`config.mk`:
```
export PLATFORM = sky130hd
export DESIGN_NAME = trickle_hello_timer_core
export DESIGN_NICKNAME = d
export VERILOG_FILES = /design/src/rtl/core/tht_pkg.sv /design/src/rtl/core/tht_draw.sv /design/src/rtl/core/trickle_hello_timer_core.sv
export SDC_FILE = /design/constraint.sdc
export NUM_CORES = 2
export LEC_CHECK = 0
export ABC_AREA = 1
export BUFFER_PORTS_ARGS = -buffer_cell sky130_fd_sc_hd__buf_2
export CAP_MARGIN = 20
export CORE_ASPECT_RATIO = 0.6
export CORE_MARGIN = 1.5
export CORE_UTILIZATION = 65
export CTS_CLUSTER_DIAMETER = 50
export DETAILED_ROUTE_END_ITERATION = 12
export PLACE_DENSITY = 0.87
export SETUP_SLACK_MARGIN = 0.4
export SYNTH_ARGS = -nofsm -noshare
export SYNTH_HDL_FRONTEND = slang
export SYNTH_HIERARCHICAL = 1
export SYNTH_SLANG_ARGS = --single-unit
```
`constraint.sdc`:
```
create_clock -name clk -period 25.5 [get_ports clk]
set_input_delay 6.375 -clock clk [delete_from_list [all_inputs] [get_ports clk]]
set_output_delay 6.375 -clock clk [all_outputs]
set_load 0.03 [all_outputs]
```
`src/rtl/core/tht_pkg.sv`:
```
package tht_pkg;

  // Defaults for the top-level parameters.
  localparam int NEIGHBORS_DEF   = 32;
  localparam int TIMER_WIDTH_DEF = 32;

  // Divisor applied to the random word when the firing time is drawn.
  localparam int RandTop = 65535;

  localparam int IN_TDATA_W  = 32;
  localparam int OUT_TDATA_W = 24;
  localparam int CMD_W       = 3;
  localparam int CFG_ADDR_W  = 4;
  localparam int CFG_DATA_W  = 32;

  typedef enum logic [CMD_W-1:0] {
    CMD_TICK   = 3'd0,
    CMD_HELLO  = 3'd1,
    CMD_NEWNB  = 3'd2,
    CMD_START  = 3'd3,
    CMD_STOP   = 3'd4,
    CMD_RESET  = 3'd5
  } cmd_t;

  typedef enum logic [1:0] {
    REG_IMIN   = 2'd0,
    REG_IMAX   = 2'd1,
    REG_K      = 2'd2,
    REG_HDUR   = 2'd3
  } reg_idx_t;

  localparam logic [15:0] IMIN_RST = 16'd3840;
  localparam logic [3:0]  IMAX_RST = 4'd8;
  localparam logic [7:0]  K_RST    = 8'd2;
  localparam logic [15:0] HDUR_RST = 16'd640;

endpackage

```
`src/rtl/core/tht_draw.sv`:
```
module tht_draw
  import tht_pkg::*;
#(
  parameter int TW = TIMER_WIDTH_DEF
) (
  input  logic [TW-1:0] half_len,
  input  logic [15:0]   rnd,
  output logic [TW-1:0] t_drawn
);

  localparam int PW = TW + 16;
  localparam int RW = 21;

  logic [PW-1:0] prod;
  logic [PW-1:0] q_est;
  logic [PW-1:0] rem_full;
  logic [RW-1:0] rem;
  logic [RW-1:0] q_fix;
  logic [PW-1:0] quot;

  assign prod = PW'(half_len) * PW'(rnd);

  // Dividing by 2^16-1 is the series of right shifts by multiples of 16.
  // The truncated sum falls short by a few units, fixed up from the remainder.
  always_comb begin
    q_est = '0;
    for (int k = 1; 16 * k < PW; k++) begin
      q_est = q_est + (prod >> (16 * k));
    end
  end

  assign rem_full = prod - (q_est << 16) + q_est;
  assign rem      = rem_full[RW-1:0];
  assign q_fix    = (rem + (rem >> 16) + RW'(1)) >> 16;
  assign quot     = q_est + PW'(q_fix);

  // The quotient never exceeds half_len, so the sum stays within the timer width.
  assign t_drawn = half_len + quot[TW-1:0];

endmodule

```
`src/rtl/core/trickle_hello_timer_core.sv`:
```
// Trickle timer for HELLO broadcasts with a hello window after each firing time.
// Requests enter on the in_ channel: in_tuser carries the command (tick, authentic
// hello, new neighbor, start, stop, reset) and in_tdata its operands. Every request
// produces exactly one result on the out_ channel with the broadcast, challenge
// change and reset flags plus the doubling count, heard count and running status.
// An accepted request sits in the input register, then the whole update of the
// timer state and the result are computed combinationally and registered together
// into the state and the output register, from which the result is taken. One
// request per cycle is sustained while the receiver takes results. The longest
// path is the draw of the firing time (one 16-bit by timer-width multiply and a
// divide by 65535 done with shifts and adds).
// When the receiver stalls, the output register holds its result, the input
// register fills and in_tready drops until the result is taken.
// After reset both timers are stopped, all counters and the heard bitmap are
// zero and the registers hold their default values. The cfg_ port must be written
// only while no request is in flight; the block itself does not enforce this.
module trickle_hello_timer_core
  import tht_pkg::*;
#(
  parameter int NEIGHBORS   = NEIGHBORS_DEF,
  parameter int TIMER_WIDTH = TIMER_WIDTH_DEF
) (
  input  logic                   clk,
  input  logic                   rst_n,
  input  logic                   in_tvalid,
  output logic                   in_tready,
  // [4:0] neighbor_index, [12:5] permanent_count, [28:13] random_value
  input  logic [IN_TDATA_W-1:0]  in_tdata,
  // [2:0] cmd
  input  logic [CMD_W-1:0]       in_tuser,
  output logic                   out_tvalid,
  input  logic                   out_tready,
  // [0] broadcast_hello, [1] change_challenge, [2] trickle_was_reset,
  // [6:3] doublings, [22:7] heard_count, [23] running
  output logic [OUT_TDATA_W-1:0] out_tdata,
  input  logic                   cfg_psel,
  input  logic                   cfg_penable,
  input  logic                   cfg_pwrite,
  input  logic [CFG_ADDR_W-1:0]  cfg_paddr,
  input  logic [CFG_DATA_W-1:0]  cfg_pwdata,
  output logic [CFG_DATA_W-1:0]  cfg_prdata,
  output logic                   cfg_pready
);

  localparam int TW = TIMER_WIDTH;
  localparam int NB = NEIGHBORS;

  // Configuration registers
  logic [15:0] imin_r;
  logic [3:0]  imax_r;
  logic [7:0]  k_r;
  logic [15:0] hdur_r;
  reg_idx_t    cfg_idx;
  logic        cfg_wr;

  assign cfg_pready = 1'b1;
  assign cfg_idx    = reg_idx_t'(cfg_paddr[3:2]);
  assign cfg_wr     = cfg_psel & cfg_penable & cfg_pwrite & cfg_pready;

  always_ff @(posedge clk) begin
    if (!rst_n) begin
      imin_r <= IMIN_RST;
      imax_r <= IMAX_RST;
      k_r    <= K_RST;
      hdur_r <= HDUR_RST;
    end else if (cfg_wr) begin
      unique case (cfg_idx)
        REG_IMIN: imin_r <= cfg_pwdata[15:0];
        REG_IMAX: imax_r <= cfg_pwdata[3:0];
        REG_K:    k_r    <= cfg_pwdata[7:0];
        REG_HDUR: hdur_r <= cfg_pwdata[15:0];
        default:  ;
      endcase
    end
  end

  always_comb begin
    unique case (cfg_idx)
      REG_IMIN: cfg_prdata = CFG_DATA_W'(imin_r);
      REG_IMAX: cfg_prdata = CFG_DATA_W'(imax_r);
      REG_K:    cfg_prdata = CFG_DATA_W'(k_r);
      REG_HDUR: cfg_prdata = CFG_DATA_W'(hdur_r);
      default:  cfg_prdata = '0;
    endcase
  end

  // Input register and output register
  logic        a_valid_r;
  cmd_t        a_cmd_r;
  logic [4:0]  a_idx_r;
  logic [7:0]  a_pc_r;
  logic [15:0] a_rnd_r;
  logic        exec;
  logic        out_valid_r;
  logic [OUT_TDATA_W-1:0] out_data_r;
  logic [OUT_TDATA_W-1:0] out_data_nxt;

  assign exec       = a_valid_r & (~out_valid_r | out_tready);
  assign in_tready  = ~a_valid_r | exec;
  assign out_tvalid = out_valid_r;
  assign out_tdata  = out_data_r;

  always_ff @(posedge clk) begin
    if (!rst_n) begin
      a_valid_r   <= 1'b0;
      out_valid_r <= 1'b0;
    end else begin
      if (in_tready) a_valid_r <= in_tvalid;
      if (exec) out_valid_r <= 1'b1;
      else if (out_tready) out_valid_r <= 1'b0;
    end
  end

  always_ff @(posedge clk) begin
    if (in_tvalid && in_tready) begin
      a_cmd_r <= cmd_t'(in_tuser);
      a_idx_r <= in_tdata[4:0];
      a_pc_r  <= in_tdata[12:5];
      a_rnd_r <= in_tdata[28:13];
    end
    if (exec) out_data_r <= out_data_nxt;
  end

  // Timer state
  logic [3:0]    dc_r, dc_nxt;
  logic [15:0]   hc_r, hc_nxt;
  logic [7:0]    nnc_r, nnc_nxt;
  logic [NB-1:0] heard_r, heard_nxt;
  logic [TW-1:0] rem_r, rem_nxt;
  logic          wait_r, wait_nxt;
  logic [TW-1:0] chosen_r, chosen_nxt;
  logic          armed_r, armed_nxt;
  logic [15:0]   hrem_r, hrem_nxt;
  logic          harmed_r, harmed_nxt;

  function automatic logic [TW-1:0] ilen_f(input logic [15:0] imin, input logic [3:0] dc);
    logic [30:0] full;
    logic        sat;
    full = {15'd0, imin} << dc;
    sat  = 1'b0;
    for (int b = 0; b < 31; b++) begin
      if (b >= TW && full[b]) sat = 1'b1;
    end
    ilen_f = sat ? '1 : TW'(full);
  endfunction

  // Decisions for the current request
  logic          is_tick;
  logic          trk_fire;
  logic          at_t_tick;
  logic          ivl_end;
  logic          hello_dec;
  logic          hello_end;
  logic [7:0]    thr;
  logic [7:0]    nnc_mid;
  logic [7:0]    nnc_inc;
  logic          tick_reset;
  logic          nn_reset;
  logic          do_reset;
  logic          do_at_t;
  logic [3:0]    dc_inc;
  logic [3:0]    draw_dc;
  logic [TW-1:0] draw_len;
  logic [TW-1:0] t_drawn;
  logic [TW-1:0] cur_len;
  logic [TW-1:0] rest;
  logic          bc;
  logic [NB-1:0] idx_hot;

  assign is_tick    = (a_cmd_r == CMD_TICK);
  assign trk_fire   = is_tick && armed_r && (rem_r == TW'(1));
  assign at_t_tick  = trk_fire && wait_r;
  assign ivl_end    = trk_fire && !wait_r;
  assign hello_dec  = is_tick && harmed_r && !at_t_tick;
  assign hello_end  = hello_dec && (hrem_r == 16'd1);
  assign thr        = (a_pc_r[7:2] > 6'd1) ? {2'b00, a_pc_r[7:2]} : 8'd1;
  assign nnc_mid    = ivl_end ? 8'd0 : nnc_r;
  assign tick_reset = hello_end && (nnc_mid >= thr);
  assign nnc_inc    = (nnc_r != 8'hFF) ? nnc_r + 8'd1 : nnc_r;
  assign nn_reset   = (a_cmd_r == CMD_NEWNB) && (nnc_inc == thr) && !harmed_r;
  assign do_reset   = tick_reset || nn_reset || (a_cmd_r == CMD_RESET);
  assign do_at_t    = at_t_tick || (a_cmd_r == CMD_START);
  assign dc_inc     = (dc_r < imax_r) ? dc_r + 4'd1 : dc_r;
  assign draw_dc    = do_reset ? 4'd0 : dc_inc;
  assign draw_len   = ilen_f(imin_r, draw_dc);
  assign cur_len    = ilen_f(imin_r, dc_r);

  tht_draw #(
    .TW (TW)
  ) u_draw (
    .half_len (draw_len >> 1),
    .rnd      (a_rnd_r),
    .t_drawn  (t_drawn)
  );

  // Remainder of the interval after the firing time, never shorter than the window.
  always_comb begin
    rest = (cur_len > chosen_r) ? cur_len - chosen_r : '0;
    if (rest < TW'(hdur_r)) rest = TW'(hdur_r);
  end

  always_comb begin
    for (int i = 0; i < NB; i++) begin
      idx_hot[i] = (7'(a_idx_r) == 7'(i));
    end
  end

  assign bc = do_at_t && (hc_r < 16'(k_r));

  always_comb begin
    dc_nxt     = dc_r;
    hc_nxt     = hc_r;
    nnc_nxt    = nnc_r;
    heard_nxt  = heard_r;
    rem_nxt    = rem_r;
    wait_nxt   = wait_r;
    chosen_nxt = chosen_r;
    armed_nxt  = armed_r;
    hrem_nxt   = hrem_r;
    harmed_nxt = harmed_r;

    unique case (a_cmd_r)
      CMD_TICK: begin
        if (armed_r) rem_nxt = rem_r - TW'(1);
        if (ivl_end) dc_nxt = dc_inc;
        if (hello_dec) hrem_nxt = hrem_r - 16'd1;
        if (hello_end) harmed_nxt = 1'b0;
      end
      CMD_HELLO: begin
        if ((heard_r & idx_hot) == '0 && idx_hot != '0) begin
          heard_nxt = heard_r | idx_hot;
          if (hc_r != 16'hFFFF) hc_nxt = hc_r + 16'd1;
        end
      end
      CMD_NEWNB: nnc_nxt = nnc_inc;
      CMD_STOP: begin
        armed_nxt  = 1'b0;
        rem_nxt    = '0;
        harmed_nxt = 1'b0;
        hrem_nxt   = '0;
      end
      default: ;
    endcase

    if (do_at_t) begin
      if (bc) heard_nxt = '0;
      rem_nxt    = (rest != '0) ? rest : TW'(1);
      wait_nxt   = 1'b0;
      armed_nxt  = 1'b1;
      hrem_nxt   = (hdur_r != 16'd0) ? hdur_r : 16'd1;
      harmed_nxt = 1'b1;
    end

    if (do_reset) begin
      harmed_nxt = 1'b0;
      hrem_nxt   = '0;
      dc_nxt     = '0;
    end

    // A new firing time is drawn at the end of an interval and on every reset.
    if (ivl_end || do_reset) begin
      chosen_nxt = t_drawn;
      rem_nxt    = (t_drawn != '0) ? t_drawn : TW'(1);
      wait_nxt   = 1'b1;
      armed_nxt  = 1'b1;
      hc_nxt     = '0;
      nnc_nxt    = '0;
    end
  end

  assign out_data_nxt = {armed_nxt, hc_nxt, dc_nxt, do_reset, hello_end, bc};

  always_ff @(posedge clk) begin
    if (!rst_n) begin
      dc_r     <= '0;
      hc_r     <= '0;
      nnc_r    <= '0;
      heard_r  <= '0;
      rem_r    <= '0;
      wait_r   <= 1'b0;
      chosen_r <= '0;
      armed_r  <= 1'b0;
      hrem_r   <= '0;
      harmed_r <= 1'b0;
    end else if (exec) begin
      dc_r     <= dc_nxt;
      hc_r     <= hc_nxt;
      nnc_r    <= nnc_nxt;
      heard_r  <= heard_nxt;
      rem_r    <= rem_nxt;
      wait_r   <= wait_nxt;
      chosen_r <= chosen_nxt;
      armed_r  <= armed_nxt;
      hrem_r   <= hrem_nxt;
      harmed_r <= harmed_nxt;
    end
  end

  // An armed timer always has ticks left to count.
  a_trickle_rem: assert property (@(posedge clk) disable iff (!rst_n)
    armed_r |-> (rem_r != '0))
    else $error("trickle timer armed with zero remaining");

  a_hello_rem: assert property (@(posedge clk) disable iff (!rst_n)
    harmed_r |-> (hrem_r != '0))
    else $error("hello window armed with zero remaining");

  // A broadcast and a timer reset never come from the same request.
  a_bc_rst_excl: assert property (@(posedge clk) disable iff (!rst_n)
    exec |-> !(bc && do_reset))
    else $error("broadcast and reset on one request");

  // A reset always leaves the trickle timer running with no doublings.
  a_reset_runs: assert property (@(posedge clk) disable iff (!rst_n)
    (exec && do_reset) |=> (armed_r && wait_r && dc_r == '0))
    else $error("reset did not rearm the trickle timer");

endmodule

```
Word level (Yosys, flattened, before mapping)
Cells that the tools add are included.
Storage, ports and cells
  bits in registers: 245
  input port bits: 78
  logic and storage cells: 185
  memories: 0
  RAM bits: 0
  bits in read-only memories: 0
  bits in latches: 0
  output and inout bits: 59
Operators by class
  shifts and indexed selects: 2
  divide/modulo/power cells: 0
  equality and inequality tests: 47
  $add $sub $neg: 13
  bitwise logic cells: 9
  reduce and logical (&&, ||, !) cells: 43
  magnitude comparators: 6
  $mul: 1
  mux-type cells: 43
Operators by type and width (number)
  2-to-1 mux 32 bit: 11
  2-to-1 mux 16 bit: 8
  one-hot mux 32 bit (4 select lines): 1
  nonzero test 32 bit: 3
  == test 5 bit (second input constant): 16
  one-hot mux 32 bit (2 select lines): 1
  left shift 16 x 4 -> 31 bit: 2
  multiplier 30 x 16 -> 46 bit: 1
  == test 5 x 4 -> 1 bit (second input constant): 8
  adder 30 x 32 -> 32 bit: 1
  adder 31 x 5 -> 32 bit: 1
  bitwise AND 32 bit: 1
  == test 32 x 1 -> 1 bit (second input constant): 1
  > comparator 31 x 32 -> 1 bit: 1
  zero test 32 bit: 1
  less-than comparator 32 x 16 -> 1 bit: 1
  2-to-1 mux 8 bit: 4
  OR 32 bit: 1
  one-hot mux 16 bit (2 select lines): 1
  subtractor 31 x 32 -> 32 bit: 1
  subtractor 32 x 1 -> 32 bit (second input constant): 1
  adder 30 x 14 -> 31 bit: 1
  adder 21 x 1 -> 21 bit (second input constant): 1
  adder 21 bit: 1
  other kinds (42): 95

Depth between registers and ports, before layout
  depth after elaboration: 23
  mapped depth: 125

Modules after synthesis
Netlist, hierarchy kept.
By module, submodules not included
  tht_draw: area an instance 22774.3 µm², sequential area each 0.0 µm², times used 1, cells each 3311
  trickle_hello_timer_core: area an instance 16925.0 µm², sequential area each 5405.2 µm², times used 1, cells each 2585

Worst setup path after synthesis
OpenSTA, ideal clock, no wires.
  kind: flip-flop to flip-flop
  start point: reg a_cmd_r[0]
  end point: reg rem_r[0]
  clock period less this slack: 16840 ps
  required time: 25433 ps
  arrival time: 16773 ps
  buffers on the path: 4
  setup time: 67 ps
  stages on the path, launching flop included: 115
  setup slack: 8660 ps
  cell sequence: edfxtp_1 nor2_1 inv_1 nor2_4 inv_2 nor2_1 nand4_1 nor2_1 inv_2 clkbuf_1 nand2_1 inv_1 ha_1 a21boi_0 o21a_1 o21ai_0 a21boi_0 o21ai_0 (+79 left out) nand2_1 nand2_1 nand2_1 nand2_1 nand2_1 nand2_1 a21boi_1 o21ai_0 nand2_1 nand2_1 a21oi_1 o21ai_1 xor2_1 nor4_1 a41oi_1 a21oi_1 nand2_1 a21oi_2
On the way
  word-level cells in the longest chain between the ends: 23
  elaborated cells on any way between the ends: 40
RTL lines
  from (decl): line trickle_hello_timer_core.sv:89  | cmd_t a_cmd_r;
  from (signal assigned): line trickle_hello_timer_core.sv:116  | a_cmd_r <= cmd_t'(in_tuser);
  branches (longest 9 deep; another with >= comparator 8 x 6 -> 1 bit)
  logical OR 1 bit (*): line trickle_hello_timer_core.sv:181  | assign do_reset = tick_reset || nn_reset || (a_cmd_r == CMD_RESET);
  net do_reset: line trickle_hello_timer_core.sv:159  | logic do_reset;
  2-to-1 mux 4 bit (*): line trickle_hello_timer_core.sv:184  | assign draw_dc = do_reset ? 4'd0 : dc_inc;
  left shift 16 x 4 -> 31 bit (*): line trickle_hello_timer_core.sv:139  | full = {15'd0, imin} << dc;
  net draw_len[20]: line trickle_hello_timer_core.sv:163  | logic [TW-1:0] draw_len;
  multiplier 30 x 16 -> 46 bit: line tht_draw.sv:21  | assign prod = PW'(half_len) * PW'(rnd);
  adder 30 x 14 -> 31 bit: line tht_draw.sv:28  | q_est = q_est + (prod >> (16 * k));
  (+2 left out)
  adder 21 x 5 -> 21 bit: line tht_draw.sv:34  | assign q_fix = (rem + (rem >> 16) + RW'(1)) >> 16;
  adder 21 x 1 -> 21 bit: line tht_draw.sv:34
  adder 31 x 5 -> 32 bit: line tht_draw.sv:35  | assign quot = q_est + PW'(q_fix);
  adder 30 x 32 -> 32 bit (*): line tht_draw.sv:38  | assign t_drawn = half_len + quot[TW-1:0];
  net t_drawn[29]: line trickle_hello_timer_core.sv:164  | logic [TW-1:0] t_drawn;
  nonzero test 32 bit (*): line trickle_hello_timer_core.sv:263  | rem_nxt = (t_drawn != '0) ? t_drawn : TW'(1);
  2-to-1 mux 32 bit (*): line trickle_hello_timer_core.sv:263
  2-to-1 mux 32 bit (*): line trickle_hello_timer_core.sv:261  | if (ivl_end || do_reset) begin
  to (signal assigned): line trickle_hello_timer_core.sv:290  | rem_r <= rem_nxt;
  to (decl): line trickle_hello_timer_core.sv:129  | logic [TW-1:0] rem_r, rem_nxt;
Mark *: on every way through the listed nets, which the timed path passes.
A chain may end at the register's enable or synchronous reset.

Worst setup path in the final report
Ends and elaborated chain as after synthesis.

==> qor.txt <==
share of the synthesized area in the top cell type -> 21.6%
post-synthesis cell count -> 5,896
IO Port Bufs -> 96
detailed router's first-iteration violation count -> 5,328
Post-synth EDFFs -> 54
number of vias per cell -> 5.81
DIE HEIGHT -> 194 um
max-cap viol count -> 0
Residual DRC -> 0
Tcrit/Tclk final -> 85.2%
Post-synth ARST share -> 0%
Post-Route WL -> 129,000 um
total congestion overflow -> 0
nets@finish -> 6,663
clk root buf -> clkbuf_16
Post-synth top cells -> 1,497 x nand2_1, 1,315 x inv_1, 429 x fa_1
Worst Setup Slack, final -> 3.78 ns
first-pass iteration count of the detailed router -> 8
Crit path max-delay family -> simple AND/OR/NAND/NOR gates
Post-CTS Resized -> 0
Area contributors post-synth -> fa_1 22%, nand2_1 14%, inv_1 12%, dfxtp_1 9.5%, ha_1 9.2%
Avg WL per Cell -> 19.3 um
die width -> 322 um
largest net degree at the start of global routing -> 65
Clock Latency Late Sink -> 0.61 ns
setup TNS -> 0 ns
Period minus WS final -> 21.72 ns
CTS Buffer Depth -> 3
ratio of cells with drive above 1 in the final layout -> 6.39%
area leader, netlist -> fa_1
register area share after synthesis -> 13.6%
Area growth syn-to-layout -> 5.12%
Hold Crit Class -> reg2reg
initial antenna violation count -> 3
Routed Antenna Nets -> 0
Final Hold Viols -> 0
Post-synth top flop -> dfxtp_1
CP most frequent cell -> nand2_1
hold buffers post-CTS -> 0
crit start category -> flop
WP data arrival -> 22.23 ns
Crit Path Class -> reg2reg
mean post-synth cell area -> 6.73 um2
GPL Wtd Cong -> 1.05
yosys warns -> 6
Fmax -> 0.0461 GHz
Site Rows -> 69
synth unique cells -> 69
Tot GR Track Use -> 41.2%
H-tree depth -> 1
# setup viols final -> 0
RSZ-0062 raised after global routing -> no
critical path fanouts, max -> 25
TritonCTS clock tree -> built
DP Worst Slack -> 4.76 ns
Max transition margin -> 22.3%
Seq cells post-synth -> 243
slowest stage delay, CP -> 0.68 ns
Layout Skew -> 0.0181 ns
Core ar. -> 59,700 um2
vias in the first global route -> 36,221
CTS Buf Count -> 29
worst-margin pin slew -> 1.16 ns
DR vias -> 38,957
post-DP HPWL -> 103,000 um
outcome -> complete, no violations
number of setup buffers added after CTS -> 0
TritonCTS Sinks -> 243
Final Max Slew Viols -> 0
mapped cell area -> 39,700 um2
Slowest-stage cell, CP -> nor2_2
fill cell count -> 5,083
Worst Path Required -> 26.02 ns
Worst-path clk slew -> 0.07 ns
buffer and inverter count on the worst path -> 21
total die area -> 62,600 um2
hold_ws -> 0.450 ns
most common cell in the synthesized netlist -> nand2_1
first-pass GRT wire length -> 201,000 um
Worst Setup End Kind -> flop
Initial Utilization -> 66.5%
I/O pin count -> 137
[cell usage in the layout (no fill, tap or decap), types with 21 or more instances in the layout]
| cell type | n |
|---|---|
| nand2_1 | 1497 |
| inv_1 | 1314 |
| fa_1 | 429 |
| nor2_1 | 383 |
| a21oi_1 | 341 |
| ha_1 | 292 |
| o21ai_0 | 264 |
| nand3_1 | 194 |
| dfxtp_1 | 189 |
| xor2_1 | 101 |
| buf_2 | 96 |
| xnor2_1 | 69 |
| nand4_1 | 67 |
| buf_4 | 59 |
| nor3_1 | 57 |
| nand2_2 | 55 |
| edfxtp_1 | 54 |
| o21ai_1 | 38 |
| o22ai_1 | 36 |
| nor2_2 | 31 |
| clkbuf_16 | 29 |
| nor4_1 | 22 |
| nand3_2 | 21 |
[path summary, 6_finish.rpt]
path / startpoint / to / slack (ns) / depth (start not counted)
worst max-delay path: a_cmd_r[0] / rem_r[0] / 3.78 / 111
worst min-delay path: heard_r[25] / heard_r[25] / 0.45 / 2
worst max register to register: a_cmd_r[0] / rem_r[0] / 3.78 / 111
worst min register to register: heard_r[25] / heard_r[25] / 0.45 / 2
[metrics by stage]
| stage | std cells | utilization, % | cell area, um2 |
|---|---|---|---|
| 3_3_place_gp | 6648 | 68.2 | 40800 |
| 4_1_cts | 6699 | 69.8 | 41700 |
| 2_1_floorplan | 5914 | - | 39800 |
| 5_1_grt | 6700 | 69.8 | 41700 |
| 6_report | 6703 | 69.9 | 41700 |
| 3_5_place_dp | 6648 | 68.2 | 40800 |
[area by class of cell]
| cell class | count | area, um2 | share of cell area (%) |
|---|---|---|---|
| inverters | 1339 | 5030 | 12.1 |
| repair buffers | 156 | 951 | 2.28 |
| well taps | 816 | 1020 | 2.45 |
| multi-input cells | 4095 | 28400 | 68.0 |
| clock buffers | 38 | 810 | 1.94 |
| clock inverters | 13 | 126 | 0.303 |
| diodes | 3 | 7.51 | 0.0180 |
| flip-flops and latches | 243 | 5410 | 13.0 |
[logic make-up after synthesis]
logic type	synth area share, %
AO/OA/AOI/OAI	11.0
XOR/XNOR	3.83
adder cells (fa/ha/maj)	30.8
buffers and inverters	15.2
flip-flops	13.6
multiplexers	0.126
other	0.0189
AND/OR/NAND/NOR	25.4
[routing by layer]
metal  vias up  track usage, %  routed length (um)  part of all wire [%]
li1      17922               -                   -                     -
met1     18056            63.3               56000                    43
met2      2757            52.4               46800                    36
met3       218            18.0               23300                    18
met4         4            8.37                2860                   2.2
met5         -               0                  84                 0.065
[worst register-to-register path, delay by kind of cell (launching register included)]
family                   cells  cell delay [ns]
AO/OA/AOI/OAI               23             4.59
XOR/XNOR                     4             1.62
adder cells (fa/ha/maj)     15             6.20
buffers and inverters       21             2.26
flip-flops                   1             0.45
AND/OR/NAND/NOR             48             6.52
[registers in the layout, indices dropped and copies added (netlist names), 5 cells and up]
signal	flops
hdur_r	16
out_tdata	24
hc_r	16
hrem_r	16
a_pc_r	6
chosen_r	32
a_idx_r	5
k_r	8
a_rnd_r	16
imin_r	16
heard_r	32
nnc_r	8
rem_r	32
Power is not shown: default switching activity piles up to over one toggle a cycle in this logic, so the estimate is an artifact.
